$ cat config.mk
export PLATFORM = sky130hd
export DESIGN_NAME = swhc_ram
export DESIGN_NICKNAME = d
export VERILOG_FILES = /design/src/rtl/core/swhc_ram.sv
export SDC_FILE = /design/constraint.sdc
export NUM_CORES = 1
export LEC_CHECK = 0
export BUFFER_PORTS_ARGS = -buffer_cell sky130_fd_sc_hd__buf_2
export CORE_AREA = 3 3 107 134
export CTS_CLUSTER_DIAMETER = 120
export CTS_CLUSTER_SIZE = 16
export DETAILED_ROUTE_END_ITERATION = 8
export DIE_AREA = 0 0 110 137
export SKIP_CTS_REPAIR_TIMING = 1
export SYNTH_ARGS = -nofsm -noshare
export SYNTH_HDL_FRONTEND = slang
export SYNTH_SLANG_ARGS = --single-unit
$ cat constraint.sdc
create_clock -name clk -period 4.8 [get_ports clk]
set_input_delay 0.72 -clock clk [delete_from_list [all_inputs] [get_ports clk]]
set_output_delay 0.72 -clock clk [all_outputs]
set_load 0.1 [all_outputs]
$ cat src/rtl/core/swhc_ram.sv
// Generic single-clock RAM: one write port, one read port, registered read data.
// Standalone; no package dependencies.
module swhc_ram #(
	parameter int WIDTH = 8,
	parameter int DEPTH = 16
) (
	input  logic                     clk,
	input  logic                     wr_en,
	input  logic [$clog2(DEPTH)-1:0] wr_addr,
	input  logic [WIDTH-1:0]         wr_data,
	input  logic                     rd_en,
	input  logic [$clog2(DEPTH)-1:0] rd_addr,
	output logic [WIDTH-1:0]         rd_data
);

	logic [WIDTH-1:0] mem [DEPTH];

	always_ff @(posedge clk) begin
		if (wr_en) begin
			mem[wr_addr] <= wr_data;
		end
		if (rd_en) begin
			rd_data <= mem[rd_addr];
		end
	end

endmodule

Word-level counts from Yosys, hierarchy flattened
Memories as Yosys holds them, arrays and structs flattened. A register that Yosys moved wholly into a read port is not among the register bits.
Index checks and enable logic that the tools add are counted.
- latch bits: 0
- bits in registers: 0
- word-level logic and storage cells: 3
- memory bits (writable): 128
- input port bits: 19
- ROM bits: 0
- memories kept: 1
- memories (memory ; words ; width ; rd ports ; clocked after memory_dff ; wr ports ; RTL line ; RTL):
    mem ; 16 ; 8 ; 1 ; 1 ; 1 ; 16 ; logic [WIDTH-1:0] mem [DEPTH];
- order comparisons: 0
- equality and inequality tests: 0
- div/mod/pow operators: 0
- $add $sub $neg: 0
- muxes and demuxes: 2
- multiply operators: 0
- shift operators: 0
- reductions and logical operators: 0
- bitwise logic cells: 0
- operators by type and width (cell ; number):
    2-to-1 mux 1 bit ; 2

Logic depth before layout (Yosys ltp)
Gate-level depths: netlist of run 1.
- depth in word-level cells: 2
- mapped depth: 5
- mapped depth without buffers: 3

Least setup slack after synthesis of run 1
OpenSTA, ideal clock, no wires.
- kind: input -> register
- from: input wr_addr[2]
- to: memory mem[0][0] (enable)
- cell stages on the path: 2
- arrival time: 1.830 ns
- library setup time: 0.383 ns
- slack: 2.587 ns
- data required time: 4.417 ns
- path through: or3b_2 -> nor3_1
- RTL lines (what ; RTL line ; RTL):
    start: declaration ; 9 ; input logic [$clog2(DEPTH)-1:0] wr_addr,
    end: declaration ; 16 ;
Straight into the memory's write port.

==> flow_summary.json, run 1 <==
{
  "critPathKind": "in2reg",
  "antenna_cells": 0,
  "nets": 285,
  "synth_top_area_share_pct": 78.12,
  "grt_start_max_net_pins": 33,
  "routedWlPerCell_um": 22.51,
  "critPathLaunchType": "input pin",
  "viasPerCell": 5.344,
  "io_buffers": 26,
  "clkTransAtPathRegs_ns": 0.06,
  "grt_pass1_vias": 2542,
  "drive_gt1_share_pct": 28.67,
  "clock_sinks": 136,
  "die-area_um2": 15070,
  "finalSetupViolCount": 0,
  "layout_commonest_cell": "edfxtp_1",
  "clk_latency_ns": 0.41,
  "placed_area_um2": 5510,
  "numCtsBuffers": 17,
  "status": "completed",
  "cp-end-kind": "flip-flop",
  "io_pins": 27,
  "finalSetupTns_ns": 0,
  "avgSynthCellArea_um2": 22.83,
  "drtIter0Drc": 170,
  "post-synth-top-area-cell": "edfxtp_1",
  "yosys_warnings": 0,
  "vias": 2405,
  "synthesis.area_um2": 5228,
  "ys_ff_latch": 136,
  "drc": 0,
  "period_share_pct": 49.82,
  "htreeDepth": 4,
  "grt_usage_pct": 15.19,
  "cp_data_arrival_time_ns": 2.55,
  "max_freq_mhz": 418.2,
  "path_max_fanout": 32,
  "synth_area_leaders": "edfxtp_1 78%, mux4_2 7.8%, mux4_1 7.0%, a22oi_1 2.3%, nor2_1 0.93%",
  "ir_worst_vdd_uv": 237.1,
  "synth-seq-area-share_pct": 78.12,
  "synth.distinct_cells": 18,
  "cts_tree": "built",
  "drt_first_pass_iters": 5,
  "drt_wl_total_um": 10130,
  "finalHoldViolCount": 0,
  "holdWs_ns": 0.6753,
  "cellLeakagePower_nw": 2.015,
  "postRouteAntennaNets": 0,
  "grt_setup_unrepaired": "false",
  "final_cell_mix": "136 x edfxtp_1, 26 x buf_2, 18 x mux4_2, 17 x clkbuf_16, 16 x a22oi_1",
  "postLayoutCellArea_um2": 6138,
  "dp_hpwl_um": 6264,
  "drv_cap": 0,
  "die_w_um": 110,
  "gp_routability_congestion": 0.7053,
  "slew_violations": 0,
  "required_ns": 4.96,
  "layout_min_cycle_time_ns": 2.391,
  "synth_nets": 248,
  "nFillCells": 1086,
  "p_per_area_nw_per_um2": 466.8,
  "max-slew-margin-rel_pct": 27.96,
  "std_cell_rows": 47,
  "timing_worst_slew_pin_value_ns": 1.077,
  "die_y_um": 137,
  "cts-root-buf": "clkbuf_16",
  "grt_pass1_wl_um": 15670,
  "hold_path_class": "in2reg",
  "core-area_um2": 13230,
  "cts_buffer_depth": 2,
  "start_util_pct": 39.51,
  "syn_to_final_growth_pct": 17.42,
  "finClkSkew_ns": 0.005029,
  "overflow": 0,
  "synth_cells": 229,
  "antenna_found_initial": 0
}
==> cell families (layout without fill, tap and decap cells) <==
logic type	count (synthesis)	after routing	share of synthesized area, %
flops	136	136	78.12
buf+inv	10	60	1.651
compound gates	16	16	2.298
mux	32	32	14.79
simple gates	35	35	3.136
==> layer usage <==
metal  track usage, %  up-vias  share of wire (%)  wire length [um]
li1                 -     1056                  -                 -
met1            19.92     1249                 43              4307
met2            23.99       85                 50              5069
met3            4.200       15                5.6               568
met4            6.029        0                1.8               185
met5                0        -                  0                 0
==> state kept, by name, indices dropped and copies added (netlist names) <==
register  flops
rd_data       8
mem         128
==> worst paths after layout <==
path                    from         end  slack [ns]  cells after the start
setup / recovery  rd_addr[0]  rd_data[2]        2.41                      4
hold reg to reg   mem[15][4]  rd_data[4]        0.75                      3
setup reg to reg   mem[5][2]  rd_data[2]        3.32                      3
hold / removal         rd_en  rd_data[4]        0.68                      1
==> power breakdown <==
group | internal, mW | switching [mW]
logic | 0.0465 | 0.110
registers | 1.34 | 0.00623
clock network | 0.873 | 0.491
total | 2.26 | 0.608
==> through the flow <==
step / setup WS [ns] / util, % / instances / power (mW)
final: 2.409 / 46.39 / 450 / 2.865
after global placement: 1.908 / 41.65 / 418 / 1.526
after CTS: 2.374 / 46.39 / 450 / 2.879
after floorplan: 2.587 / - / 229 / 1.478
after detailed placement: 1.948 / 41.65 / 418 / 1.529
after global routing: 2.252 / 46.39 / 450 / 2.950
==> final cells by class <==
type	count	area (um2)	area share (%)
repair buffers	28	145.1	2.364
clock inverters	14	198.9	3.241
multi-input cells	83	1067	17.39
well taps	171	214.0	3.486
flip-flops and latches	136	4084	66.53
clock buffers	18	429.2	6.991
==> worst max-delay path, stage by stage <==
cell and delay [ns]:
buf_2 0.78, mux4_1 0.69, a22oi_1 0.23, nand2_1 0.09
==> cells in the mapped netlist <==
cell type        count
nand2b_1             2
clkdlybuf4s25_2      3
nand3b_1             2
nor3_1               4
buf_6                3
mux4_1              14
a22oi_1             16
or3b_2               1
and2b_1              1
edfxtp_1           136
nand3_1              1
and2_1               1
buf_2                3
nor2b_1              1
buf_4                1
nor2_1              13
mux4_2              18
nand2_1              9
No activity file was read; power rests on OpenSTA's default activity.
==> inputs of run 2 (changes only) <==
==> constraint.sdc (replaced) <==
create_clock -name clk -period 2.4 [get_ports clk]
set_input_delay 0.36 -clock clk [delete_from_list [all_inputs] [get_ports clk]]
set_output_delay 0.36 -clock clk [all_outputs]
set_load 0.1 [all_outputs]
==> run 2 against run 1 <==
  * First-iteration DRC count fell by 15%
  * Flip-flop and latch count did not move
  * Worst setup slack got worse by 1.6 ns
  * Hold slack got worse by 0.34 ns
  * Critical path depth fell by 3
  * Register-to-register slack got worse by 2.4 ns
  * Critical path type is now reg2out
  * Critical endpoint is now rd_data[7]
  * Largest power group is now sequential cells
==> flow_summary.json, run 2 (same netlist as run 1, synthesis figures left out) <==
{
  "top_register": "mem",
  "top_regs": "mem (128), rd_data (8)",
  "period_share_pct": 66.39,
  "met3_usage_pct": 3.539,
  "die_w_um": 110,
  "critPathLaunchType": "flip-flop",
  "numCtsBuffers": 17,
  "cts_buffer_depth": 2,
  "cp-end-kind": "output port",
  "reg2reg_from": "mem[9][4]",
  "worstHoldPathCells": 1,
  "critPathMaxStageDelay_ns": 0.45,
  "io_pins": 27,
  "finalHoldViolCount": 0,
  "drive_gt1_share_pct": 30.98,
  "drv_cap": 0,
  "finClkSkew_ns": 0.005503,
  "gp_routability_congestion": 0.7325,
  "dp_hpwl_um": 6368,
  "syn_to_final_growth_pct": 18.36,
  "p_per_area_nw_per_um2": 854.8,
  "crit_buf_inv": 1,
  "die_y_um": 137,
  "path_depth": 1,
  "rr_worst_depth": 3,
  "finalSetupTns_ns": 0,
  "finalSetupViolCount": 0,
  "grt_pass1_vias": 2566,
  "core-area_um2": 13230,
  "cp_data_arrival_time_ns": 1.23,
  "antenna_found_initial": 0,
  "status": "completed",
  "max_freq_mhz": 627.6,
  "io_buffers": 26,
  "htreeDepth": 4,
  "overflow": 0,
  "cts_tree": "built",
  "viasPerCell": 5.310,
  "vias": 2485,
  "std_cell_rows": 47,
  "critPathKind": "reg2out",
  "reg2reg_to": "rd_data[4]",
  "critical_path.slowest_cell": "buf_2",
  "crit_family": "buffers and inverters",
  "grt_start_max_net_pins": 33,
  "grt_pass1_wl_um": 15990,
  "routedWlPerCell_um": 22.45,
  "timing_worst_slew_pin_value_ns": 0.5047,
  "largest_register_ffs": 128,
  "drt_first_pass_iters": 5,
  "use_met1_pct": 20.79,
  "hp-start": "wr_data[2]",
  "clk_latency_ns": 0.41,
  "finish.utilization_pct": 46.76,
  "busiest_layer": "met2",
  "cp_cell_sequence": "buf_2",
  "layout_commonest_cell": "edfxtp_1",
  "required_ns": 2.04,
  "layout_min_cycle_time_ns": 1.593,
  "clkTransAtPathRegs_ns": 0.06,
  "cellLeakagePower_nw": 2.085,
  "max-slew-margin-rel_pct": 66.58,
  "postRouteAntennaNets": 0,
  "drtIter0Drc": 145,
  "final_cell_mix": "136 x edfxtp_1, 26 x buf_2, 19 x buf_4, 18 x mux4_2, 17 x clkbuf_16",
  "path_max_fanout": 1,
  "grt_setup_unrepaired": "false",
  "nets": 304,
  "hold_path_class": "in2reg",
  "placed_cells": 437,
  "antenna_cells": 0,
  "die-area_um2": 15070,
  "cts-root-buf": "clkbuf_16",
  "drt_wl_total_um": 10510,
  "drc": 0,
  "slew_violations": 0,
  "clock_sinks": 136,
  "grt_usage_pct": 15.54,
  "min_to": "mem[7][2]",
  "layout.cells.non_filler": 468,
  "worst-r2r-setup-slack_ns": 0.95,
  "ir_worst_vdd_uv": 385.8,
  "grtUsageMet2_pct": 24.33,
  "start_util_pct": 39.51
}
-- run 2: cell count changes in the layout (fill, tap and decap cells not counted), sizes merged --
cell	previous run	this run
clkinv	4	9
bufinv	4	1
clkinvlp	4	2
buf	28	47
inv	2	0
clkbuf	18	19
-- run 2: final cells by class --
| type | count | area (um2) |
|---|---|---|
| clock inverters | 12 | 86.33 |
| well taps | 171 | 214.0 |
| flip-flops and latches | 136 | 4084 |
| clock buffers | 19 | 432.9 |
| fillers | 1088 | 7044 |
| repair buffers | 47 | 312.8 |
| multi-input cells | 83 | 1057 |
-- run 2: power breakdown --
part / switching (mW) / leakage [nW] / internal, mW
Combinational: 0.222 / 0.594 / 0.106
Clock: 0.879 / 0.254 / 1.39
Sequential: 0.0137 / 1.24 / 2.68
-- run 2: worst max-delay path by stage --
stage	start	end	slack, ns
6_report	rd_data[7]	rd_data[7]	0.81
2_1_floorplan	wr_addr[2]	mem[0][0]	0.55
4_1_cts	rd_data[7]	rd_data[7]	0.78
5_1_grt	rd_addr[0]	rd_data[4]	0.74
3_5_place_dp	rd_addr[0]	rd_data[4]	0.44
3_3_place_gp	rd_addr[0]	rd_data[4]	0.45
-- run 2: routing by layer --
metal / share of wire, % / vias up
li1: - / 1092
met1: 42 / 1304
met2: 52 / 79
met3: 4.9 / 10
met4: 1.3 / 0
met5: 0 / -
-- run 2: per-stage QoR --
step                setup slack (ns)  power (mW)  area (um2)  hold WS (ns)
finish                        0.8065       5.289        6187        0.3360
global route                  0.7449       5.453        6187        0.3402
CTS                           0.7810       5.333        6187        0.3254
detailed placement            0.4395       3.074        5668        0.7362
global placement              0.4523       3.067        5668        0.7355
floorplan                     0.5471       2.956        5228        0.4589
