File: config.mk
export PLATFORM = sky130hd
export DESIGN_NAME = swhc_out_reg
export DESIGN_NICKNAME = d
export VERILOG_FILES = /design/src/rtl/core/swhc_pkg.sv /design/src/rtl/core/swhc_out_reg.sv
export SDC_FILE = /design/constraint.sdc
export NUM_CORES = 1
export LEC_CHECK = 0
export BUFFER_PORTS_ARGS = -buffer_cell sky130_fd_sc_hd__clkbuf_2
export CAP_MARGIN = 25
export CORE_UTILIZATION = 40
export CTS_BUF_LIST = sky130_fd_sc_hd__clkbuf_2
export CTS_CLUSTER_SIZE = 8
export DETAILED_ROUTE_END_ITERATION = 12
export GPL_ROUTABILITY_DRIVEN = 0
export PLACE_DENSITY = 0.78
export SETUP_SLACK_MARGIN = 0.15
export SLEW_MARGIN = 25
export SYNTH_ARGS = -nofsm -noshare
export SYNTH_HDL_FRONTEND = slang
export SYNTH_SLANG_ARGS = --single-unit
File: constraint.sdc
create_clock -name clk -period 2.2 [get_ports clk]
set_clock_uncertainty 0.15 [all_clocks]
set_input_delay 0.11 -clock clk [delete_from_list [all_inputs] [get_ports clk]]
set_output_delay 0.11 -clock clk [all_outputs]
set_load 0.02 [all_outputs]
File: src/rtl/core/swhc_pkg.sv
// Shared constants and the ring entry type for the sliding window hit counter.
// Used by the top level and the output register; no dependencies.
package swhc_pkg;

	localparam int BUCKETS          = 512;
	localparam int PTR_W            = $clog2(BUCKETS);
	localparam int OCC_W            = $clog2(BUCKETS + 1);
	localparam int TIME_W           = 31;
	localparam int HITS_W           = 32;
	localparam int WIN_W            = 10;
	localparam int ENTRY_W          = TIME_W + HITS_W;
	localparam int WINDOW_LEN_RESET = 300;

	typedef logic [HITS_W-1:0] hits_t;
	typedef logic [TIME_W-1:0] time_t;

	typedef struct packed {
		time_t btime;
		hits_t bhits;
	} entry_t;

endpackage

File: src/rtl/core/swhc_out_reg.sv
// Output register for result items: holds one result while the sink stalls.
// Depends on swhc_pkg for the result width.
module swhc_out_reg (
	input  logic          clk,
	input  logic          arst_n,
	input  logic          load,
	input  swhc_pkg::hits_t load_data,
	output logic          load_ok,
	output logic          out_valid,
	input  logic          out_stall,
	output swhc_pkg::hits_t hits_in_window
);

	logic            valid_q;
	swhc_pkg::hits_t data_q;

	// Take a new result when empty or when the held one leaves this cycle.
	assign load_ok        = !valid_q || !out_stall;
	assign out_valid      = valid_q;
	assign hits_in_window = data_q;

	always_ff @(posedge clk or negedge arst_n) begin
		if (!arst_n) begin
			valid_q <= 1'b0;
		end else if (load_ok) begin
			valid_q <= load;
		end
	end

	always_ff @(posedge clk) begin
		if (load && load_ok) begin
			data_q <= load_data;
		end
	end

endmodule

# ---- Word level (Yosys, flattened, before mapping)
# Cells that the tools add are included.
dict set report op_classes {
  n_reduce_logical 4
}
# op count
set op_table {}
lappend op_table {{zero test 1 bit} 2}
lappend op_table {{logical AND 1 bit} 1}
lappend op_table {{logical OR 1 bit} 1}
dict set report totals {
  inputBits 36
  elab_cells 6
  out_inout_bits 34
  ff_bits 33
}

# ---- Longest topological paths before layout
# Gate-level depths: netlist of the first run.
dict set report logic_depth {
  word_depth 3
  mapped_depth 1
  depth_no_buf 1
}

# ---- Worst setup path after synthesis of the first run
# Ideal clock, no wire load.
dict set report synth_timing {
  path_kind {register to register}
  startpoint {reg valid_q, in the netlist out_valid}
  endpoint {reg data_q[0], in the netlist hits_in_window[0], enable pin}
  n_path_buf 0
  setup_time_ps 400
  arrival_time_ps 1419
  path_stages_with_launch 2
  required_ps 1650
  setup_slack_ps 231
  synth_period_minus_slack_ps 1969
  path_cell_list {dfrtp_1 > a21boi_2}
}
dict set report synth_between {
  elab_chain_cells 3
}
# element line
set synth_lines {}
lappend synth_lines {{start, declared} swhc_out_reg.sv:14} ;# logic valid_q;
lappend synth_lines {{start signal, assigned} swhc_out_reg.sv:26} ;# valid_q <= load;
lappend synth_lines {{zero test 1 bit} swhc_out_reg.sv:18} ;# assign load_ok = !valid_q || !out_stall;
lappend synth_lines {{logical OR 1 bit} swhc_out_reg.sv:18}
lappend synth_lines {{logical AND 1 bit} swhc_out_reg.sv:31} ;# if (load && load_ok) begin
lappend synth_lines {{end signal, assigned} swhc_out_reg.sv:32} ;# data_q <= load_data;
lappend synth_lines {{end, declared} swhc_out_reg.sv:15} ;# swhc_pkg::hits_t data_q;
# Every way passes these cells.
# A chain may end at the register's enable or synchronous reset.

# ---- Final worst setup path of the first run
dict set report layout_timing {
  startpoint {in out_stall}
  endpoint {reg data_q[16], in the netlist hits_in_window[16], enable pin}
}
dict set report layout_between {
  elab_chain_cells 3
}
# element line
set layout_lines {}
lappend layout_lines {{start, declared} swhc_out_reg.sv:10} ;# input logic out_stall,
lappend layout_lines {{zero test 1 bit} swhc_out_reg.sv:18}
lappend layout_lines {{logical OR 1 bit} swhc_out_reg.sv:18}
lappend layout_lines {{logical AND 1 bit} swhc_out_reg.sv:31}
# Every way passes these cells.

==> results of run 1 <==
through the flow:
stage / instances / instance area, µm²
floorplan: 36 / 1010
global placement: 134 / 1400
detailed placement: 134 / 1400
CTS: 178 / 1810
global route: 178 / 1810
finish: 178 / 1810
worst max-delay path, delay by kind of cell:
kind / cells / cell delay (ps)
AO/OA/AOI/OAI: 1 / 230
buffers and inverters: 3 / 1080
how the worst min path moves through the flow:
stage / endpoint / slack [ps] / startpoint
global route: hits_in_window[5]$_DFFE_PP_ / 280 / load_data[5]
global placement: out_valid$_DFFE_PN0P_ / -260 / arst_n
finish: hits_in_window[4]$_DFFE_PP_ / 310 / load_data[4]
floorplan: out_valid$_DFFE_PN0P_ / -340 / arst_n
detailed placement: out_valid$_DFFE_PN0P_ / -260 / arst_n
CTS: hits_in_window[11]$_DFFE_PP_ / 300 / load_data[11]
routing by layer:
metal  part of all wire (%)  track usage (%)
met5                      0                0
met2                     53             33.3
met1                     36             17.8
met4                    1.7             9.21
met3                    9.2             6.09
logic make-up after synthesis:
| group | after synthesis | share of synthesized area, % |
|---|---|---|
| AOI/OAI and AO/OA | 2 | 1.86 |
| DFF | 33 | 97.8 |
| and+or+nand+nor | 1 | 0.372 |
report_power, final:
part           internal, mW  switching, mW  leakage, nW
clock network        0.0743          0.175       0.0265
registers             0.730         0.0113        0.316
logic                0.0903         0.0898        0.462
state kept, by name (all words and copies together) (netlist names):
| signal | cells |
|---|---|
| out_valid | 1 |
| hits_in_window | 32 |
layout make-up:
cell class | count | area, µm²
repair buffers | 107 | 723
clock buffers | 6 | 30.0
flip-flops and latches | 33 | 986
clock inverters | 1 | 3.75
fillers | 130 | 489
multi-input cells | 3 | 30.0
well taps | 28 | 35.0
placed cells by master (no fill, tap or decap):
| master | count |
|---|---|
| clkbuf_2 | 75 |
| dlygate4sd3_1 | 37 |
| edfxtp_1 | 32 |
| nand2_1 | 1 |
| a21o_1 | 1 |
| a21boi_4 | 1 |
| clkinv_1 | 1 |
| dfrtp_1 | 1 |
| buf_4 | 1 |
==> metrics, run 1 <==
status=finished, final reports clean; drt first pass iters=4; Worst-Skew Late Latency=between 300 and 400 ps; Syn-to-layout area delta=79.3%; Worst path slowest cell=dlygate4sd3_1; Setup crit end=hits_in_window[16]$_DFFE_PP_; cell accounting for the most synthesized area=edfxtp_1; FP Rows=17; Initial Util=43.9%; layout cells sized above 1=roughly 51%; synthesized flop and latch total=33; Setup Buffers After CTS=0; Reg2Reg Launch Point=out_valid$_DFFE_PN0P_; min cycle time layout=~1600 ps; RSZ-0062 raised after global routing=no; Netlist cell types=5; root buffer cell=clkbuf_2; first-pass GRT wire length=around 3.2 mm; Fin Hold WS=308 ps; Setup WS pre-CTS=between 600 and 700 ps; GRT Residual Overflow=0; CP arrival=roughly 1400 ps; required time of the critical path=slightly above 2000 ps; die area=around 0.0027 mm²; fmax=~640 MHz; Pwr Total=around 1.2 mW; Post-CTS Hold Buffers=37; Slew headroom=78.4%; final hold violations=0; TritonCTS Buffers=5; most numerous cell in the Yosys netlist=edfxtp_1; Tcrit/Tclk final=about 71%; number of global-route vias before repair=about 790; number of synthesized flops with an enable pin=32; Worst path max stage delay=approximately 560 ps; Crit Path Class=input pin to flip-flop; I/O pins=70; Syn Area/Cell=between 20 and 30 µm²; Hold Path Depth=2; Max Root-Sink Buffers=2; post-route ant nets=0; Synth area leaders=edfxtp_1 (95%), dfrtp_1 (2.5%), a21boi_2 (1.1%); ANT cells=0; IO Port Bufs=69; Cell Pwr Density=648 mW/mm²; vias per cell=around 4.3; Worst Slack Setup Final=641 ps; H-tree lvl count=2; crit end category=flip-flop; Post-synth top cells=edfxtp_1 (32), a21boi_2 (1), a21o_1 (1), dfrtp_1 (1), nand2_1 (1); internal reg-to-reg setup slack=~640 ps; synthesized instance count=36; worst-path cell chain=dlygate4sd3_1 > clkbuf_2 > a21boi_4 > buf_4; Worst Setup SP=out_stall; final setup fails=0; detailed-route wire length=2.29 mm; final design utilization=around four fifths; core outline area=between 0.002 and 0.0025 mm²; initial antenna violation count=0; worst min-delay path class=input pin to flip-flop; CTS tree=yes; chip height=52.2 µm; sequential area share after synthesis=a little over nine tenths; CTS Sinks=33; via count=around 770; largest net degree at the start of global routing=28; crit path max fanout=27; Gates resized, CTS repair=0; nets=between 150 and 200; routed wire length per instance=roughly 13 µm; Slew Limit Fails=0; DRC marker count from the first detailed-route iteration=4; Final TNS setup=0 ps; yosys warns=0; Overall Global Routing Usage=between 10% and 20%; worst slew pin tran=roughly 320 ps; die width=52.2 µm; Clock transition at path regs=roughly 160 ps; ys flop type=edfxtp_1; mapped cell area=about 0.001 mm²; reg2reg path depth=2; Yosys top cell area share=95.3%; Async SR Flop Fraction=approximately 3.0%; FF-to-FF End=hits_in_window[16]$_DFFE_PP_; Residual DRC=0; CP startpoint kind=input pin; Synth Net Count=roughly 70; max-cap violations=0; worst vdd ir=~0.00050 V; LEAKAGE=around 0.80 nW
No activity file was read; power rests on OpenSTA's default activity.
==> run 2: changes to the inputs <==
clock period = 1.6 ns   (was 2.2 ns; I/O delays follow)
==> run 2 against run 1 <==
Die area stayed put. Critical path depth is 2 lower. Worst hold slack worse by 37 ps. Core utilization is 0.44 points higher. Flip-flop and latch count stayed put. Sequential power is 37% higher. Largest power group unchanged. Clock power is 54% higher. Final area is 0.55% higher. Combinational power is 41% higher. Wire length is 13% higher.
==> metrics, run 2 (synthesized netlist as in run 1, its figures left out) <==
Setup WS pre-CTS=337 ps (-329 ps); first-pass GRT wire length=3.84 mm (+19%); register share of total power=61.6% (-1.8 points); Worst-Skew Late Latency=360 ps (+30 ps); crit path max fanout=4 (-85%); I/O pins=70 (unchanged); detailed-route wire length=2.59 mm (+13%); CTS tree=yes; placed cell area=0.00142 mm² (+0.98%); final setup fails=0 (unchanged); Tcrit/Tclk final=81.0%; crit end category=output pin; reg2reg path depth=2 (unchanged); max-cap violations=0 (unchanged); status=finished, final reports clean; core outline area=0.00230 mm² (unchanged); # fillers=144 (+11%); Clk network pwr share=23.2% (+1.9 points); Worst Slack Setup Final=304 ps (-338 ps); worst min-delay path class=input pin to flip-flop; Initial Util=43.9% (unchanged); Syn-to-layout area delta=80.3%; H-tree lvl count=2 (unchanged); Reg2Reg Launch Point=out_valid$_DFFE_PN0P_; switching portion of total power=23.9% (+0.39 points); Gates resized, CTS repair=0 (unchanged); final design utilization=79.1% (+0.44 points); worst-path cell chain=nand2_1 > clkbuf_2; Gate power share=15.3% (about the same); DRC marker count from the first detailed-route iteration=15 (+11); via count=771 (-0.13%); Worst path max stage delay=460 ps (-100 ps); post-route ant nets=0 (unchanged); Fin Hold WS=271 ps (-37.1 ps); Slew Limit Fails=0 (unchanged); number of global-route vias before repair=829 (+4.5%); ANT cells=0 (unchanged); Worst path slowest cell=dfrtp_2; worst vdd ir=0.000642 V (+29%); Power Internal=1.26 mW (+41%); LEAKAGE=0.810 nW (+0.82%); Max Root-Sink Buffers=2 (unchanged); initial antenna violation count=0 (unchanged); Hold Startpoint=load_data[22]; Residual DRC=0 (unchanged); FF-to-FF End=hits_in_window[18]$_DFFE_PP_; die area=0.00273 mm² (unchanged); Worst Setup SP=out_valid$_DFFE_PN0P_; layout cells sized above 1=53.3% (+2.0 points); commonest non-fill, non-tap cell in the layout=clkbuf_2; Overall Global Routing Usage=21.8% (+3.6 points); final hold violations=0 (unchanged); TritonCTS Buffers=5 (unchanged); Setup crit end=load_ok; Clock transition at path regs=150 ps (about the same); RSZ-0062 raised after global routing=no; fmax=roughly 770 MHz; largest net degree at the start of global routing=33 (+18%); nets=185 (-0.54%); internal reg-to-reg setup slack=320 ps (-320 ps); most frequent cells in the layout=clkbuf_2 (77), dlygate4sd3_1 (36), edfxtp_1 (32); Crit Path Class=flip-flop to output pin; root buffer cell=clkbuf_2; vias per cell=4.33 (-0.13%); FP Rows=17 (unchanged); die width=52.2 µm (unchanged); IO Port Bufs=69 (unchanged); required time of the critical path=1370 ps (-700 ps); final cell count without fillers=178 (unchanged); max FFs per register=32 (unchanged); CP arrival=1070 ps (-360 ps); register area=987 µm² (+0.13%); CP startpoint kind=flip-flop; CTS Sinks=33 (unchanged); design area=0.00182 mm² (+0.55%); area taken by multi-input logic gates=30.0 µm² (unchanged); chip height=52.2 µm (unchanged); GRT Residual Overflow=0 (unchanged); min cycle time layout=1300 ps; switching power=0.397 mW (+44%); Placed Instances=134 (unchanged); Slew headroom=88.8% (+10 points); routed wire length per instance=14.5 µm (+13%); drt first pass iters=4 (unchanged); worst slew pin tran=168 ps (-155 ps); Cell Pwr Density=911 mW/mm² (+41%)
==> run 2: changes by cell type in the layout (fill, tap and decap cells not counted) <==
cell           delta
buf_12            +1
dlygate4sd3_1     -1
clkinv_1          -1
buf_4             -1
clkbuf_2          +2
dfrtp_1           -1
dfrtp_2           +1
==> run 2: layout make-up <==
cell class / instances / area share (%)
clock buffers: 8 / 2.20
repair buffers: 106 / 39.9
flip-flops and latches: 33 / 54.3
well taps: 28 / 1.93
multi-input cells: 3 / 1.65
==> run 2: timing repair <==
item | CTS | global route
buffers inserted | 0 | 0
endpoints found under the hold margin | 34 | 1
setup endpoints to repair | 0 | 1
hold buffers | 36 | 1
==> run 2: worst min-delay path by stage <==
| stage | slack, ps | depth (start not counted) | end |
|---|---|---|---|
| 2_1_floorplan | -370 | 0 | out_valid$_DFFE_PN0P_ |
| 3_3_place_gp | -290 | 1 | out_valid$_DFFE_PN0P_ |
| 3_5_place_dp | -290 | 1 | out_valid$_DFFE_PN0P_ |
| 4_1_cts | 100 | 3 | hits_in_window[31]$_DFFE_PP_ |
| 5_1_grt | 230 | 2 | hits_in_window[6]$_DFFE_PP_ |
| 6_report | 270 | 2 | hits_in_window[22]$_DFFE_PP_ |
==> run 2: metal layers <==
| layer | GRT usage (%) | vias to the layer above | part of all wire (%) |
|---|---|---|---|
| li1 | - | 369 | - |
| met1 | 21.3 | 345 | 35 |
| met2 | 38.2 | 48 | 52 |
| met3 | 6.67 | 9 | 9.2 |
| met4 | 15.8 | 0 | 3.1 |
| met5 | 0 | - | 0 |
==> run 2: per-stage QoR <==
step / power, mW / setup TNS [ps]
global route: 1.73 / 0
detailed placement: 1.22 / 0
floorplan: 1.12 / -1100
global placement: 1.21 / 0
CTS: 1.66 / 0
finish: 1.66 / 0
==> run 2: worst max-delay path: cells and delay by family, from the launching register on <==
kind / cells / cell delay, ps
AND/OR/NAND/NOR: 1 / 80
buffers and inverters: 1 / 170
flip-flops: 1 / 460
==> run 2: power groups by stage <==
stage                     Combinational [mW]  Sequential (mW)  Clock, mW
final                                  0.253             1.02      0.384
after global routing                   0.270             1.02      0.434
after CTS                              0.252             1.02      0.390
after detailed placement               0.183             1.04          0
after global placement                 0.176             1.04          0
after floorplan                       0.0220             1.10          0
==> run 3: changes to the inputs <==
clock period = 1.2 ns   (was 1.6 ns; I/O delays follow)
==> run 3 against run 2 <==
The flow now finishes with violations (negative setup slack). Sequential power increased by 35%. Die area stayed put. Sequential share of layout area fell by 8.3 points. Combinational power up 83%. First-iteration DRC count grew to 2.5 times the previous value. Clock-buffer cell count is 2 lower. Wire length up 40%. Flip-flop and latch count unchanged. Non-clock buffer count increased by 2. Critical path depth increased by 1. Critical path type unchanged.
==> metrics, run 3 (synthesized netlist as in run 1, its figures left out) <==
Initial Util=43.9% (unchanged); worst vdd ir=0.00102 V (+59%); reg2reg path depth=2 (unchanged); detailed-route wire length=3.63 mm (+40%); Worst path slowest cell=dfrtp_2; failing checks=negative setup slack; core outline area=0.00230 mm² (unchanged); Slew Limit Fails=0 (unchanged); internal reg-to-reg setup slack=-110 ps (-430 ps); Crit Path Class=flip-flop to output pin; ANT cells=0 (unchanged); crit path max fanout=3 (-1); max FFs per register=32 (unchanged); CTS Sinks=33 (unchanged); drt first pass iters=4 (unchanged); layout cells sized above 1=53.6% (+0.31 points); I/O pins=70 (unchanged); crit end category=output pin; Worst Setup SP=out_valid$_DFFE_PN0P_; post-route ant nets=0 (unchanged); final hold violations=0 (unchanged); CTS tree=yes; worst slew pin tran=206 ps (+37.8 ps); die width=52.2 µm (unchanged); chip height=52.2 µm (unchanged); die area=0.00273 mm² (unchanged); Gate power share=19.9% (+4.6 points); Overall Global Routing Usage=25.9% (+4.1 points); final design utilization=93.5% (+14 points); Final TNS setup=-3390 ps (-3390 ps); Pwr Total=2.33 mW (+41%); Worst path max stage delay=460 ps (about the same); nets=187 (+1.1%); cell count along the critical path=3 (+1); CP arrival=1110 ps (+40 ps); Clk network pwr share=21.1% (-2.1 points); Tcrit/Tclk final=110%; first-pass GRT wire length=4.50 mm (+17%); root buffer cell=clkbuf_2; Max Root-Sink Buffers=2 (unchanged); worst-path cell chain=buf_6 > nand2_4 > buf_8; Residual DRC=0 (unchanged); max-cap violations=0 (unchanged); Final HPWL DP=around 1.4 mm; vias per cell=4.78 (+10%); status=finished, violations left; worst min-delay path class=input pin to flip-flop; H-tree lvl count=2 (unchanged); number of global-route vias before repair=864 (+4.2%); TritonCTS Buffers=5 (unchanged); initial antenna violation count=0 (unchanged); FF-to-FF End=hits_in_window[18]$_DFFE_PP_; commonest non-fill, non-tap cell in the layout=clkbuf_2; Setup crit end=load_ok; switching power=0.582 mW (+47%); routed wire length per instance=20.3 µm (+39%); Worst Slack Setup Final=-119 ps (-423 ps); Setup WS pre-CTS=-46.8 ps (-383 ps); Placed Instances=135 (+0.75%); Power Internal=1.75 mW (+39%); register share of total power=59.0% (-2.6 points); Buf+Inv Stages, Crit Path=2 (+1); CP startpoint kind=flip-flop; Reg2Reg Launch Point=out_valid$_DFFE_PN0P_; DRC marker count from the first detailed-route iteration=38 (+23); Cell Pwr Density=1080 mW/mm² (+19%); cell family with most CP delay=flip-flops; final setup fails=36 (+36); Clock transition at path regs=170 ps (+20 ps); GRT Residual Overflow=0 (unchanged); Setup Buffers After CTS=0 (unchanged); switching portion of total power=25.0% (+1.0 points); FP Rows=17 (unchanged); final cell count without fillers=179 (+0.56%); largest net degree at the start of global routing=33 (unchanged); fmax=758 MHz; Worst-Skew Late Latency=350 ps (about the same); required time of the critical path=990 ps (-380 ps); Syn-to-layout area delta=113%; LEAKAGE=0.926 nW (+14%); most frequent cells in the layout=clkbuf_2 (41), dlygate4sd3_1 (36), edfxtp_1 (32), clkbuf_8 (32); min cycle time layout=around 1300 ps; RSZ-0062 raised after global routing=yes; Slew headroom=86.2% (-2.6 points); via count=855 (+11%); IO Port Bufs=69 (unchanged)
[run 3: cell types whose count changed in the layout (fill, tap and decap cells not counted)]
cell       change
clkbuf_2      -36
clkbuf_16      +1
clkbuf_8      +32
nand2_4        +1
buf_8          +1
clkinv_1       +1
buf_6          +1
clkbuf_4       +1
nand2_1        -1
[run 3: worst min-delay path by stage]
stage / endpoint / slack, ps / startpoint / cells past startpoint
floorplan: out_valid$_DFFE_PN0P_ / -390 / arst_n / 0
global placement: out_valid$_DFFE_PN0P_ / -310 / arst_n / 1
detailed placement: out_valid$_DFFE_PN0P_ / -310 / arst_n / 1
CTS: hits_in_window[17]$_DFFE_PP_ / 100 / out_stall / 3
global route: hits_in_window[8]$_DFFE_PP_ / 60 / load / 3
finish: hits_in_window[8]$_DFFE_PP_ / 100 / out_stall / 3
[run 3: power groups by stage]
stage	logic, mW	clock network [mW]	registers (mW)
final	0.464	0.491	1.38
after global routing	0.482	0.549	1.38
after CTS	0.428	0.475	1.37
after global placement	0.239	0	1.38
after floorplan	0.0294	0	1.47
after detailed placement	0.247	0	1.38
[run 3: layout make-up]
| class | count | area, µm² |
|---|---|---|
| fillers | 68 | 149 |
| clock buffers | 6 | 30.0 |
| well taps | 28 | 35.0 |
| flip-flops and latches | 33 | 987 |
| repair buffers | 108 | 1050 |
| clock inverters | 1 | 3.75 |
| multi-input cells | 3 | 37.5 |
[run 3: through the flow]
stage / hold WS [ps] / instance area (µm²)
final: 97.1 / 2150
after global routing: 57.1 / 2150
after floorplan: -386 / 1020
after CTS: 96.9 / 2120
after global placement: -314 / 1430
after detailed placement: -314 / 1430
[run 3: timing repair]
| action | 4_1_cts | 5_1_grt |
|---|---|---|
| pin swaps | 0 | 1 |
| gates cloned | 0 | 1 |
| hold endpoints to repair | 34 | 0 |
| endpoints found under the setup margin | 66 | 66 |
| hold buffers | 36 | 0 |
| resized for setup | 68 | 2 |
[run 3: worst min-delay path: stages]
cell and delay (ps):
clkbuf_2 150, a21boi_4 90, buf_12 150
[run 3: per-layer routing]
metal / up-vias / global-route usage [%] / part of all wire, %
li1: 372 / - / -
met1: 397 / 30.5 / 37
met2: 70 / 43.2 / 50
met3: 16 / 7.54 / 8.5
met4: 0 / 12.7 / 5.2
met5: - / 0 / 0
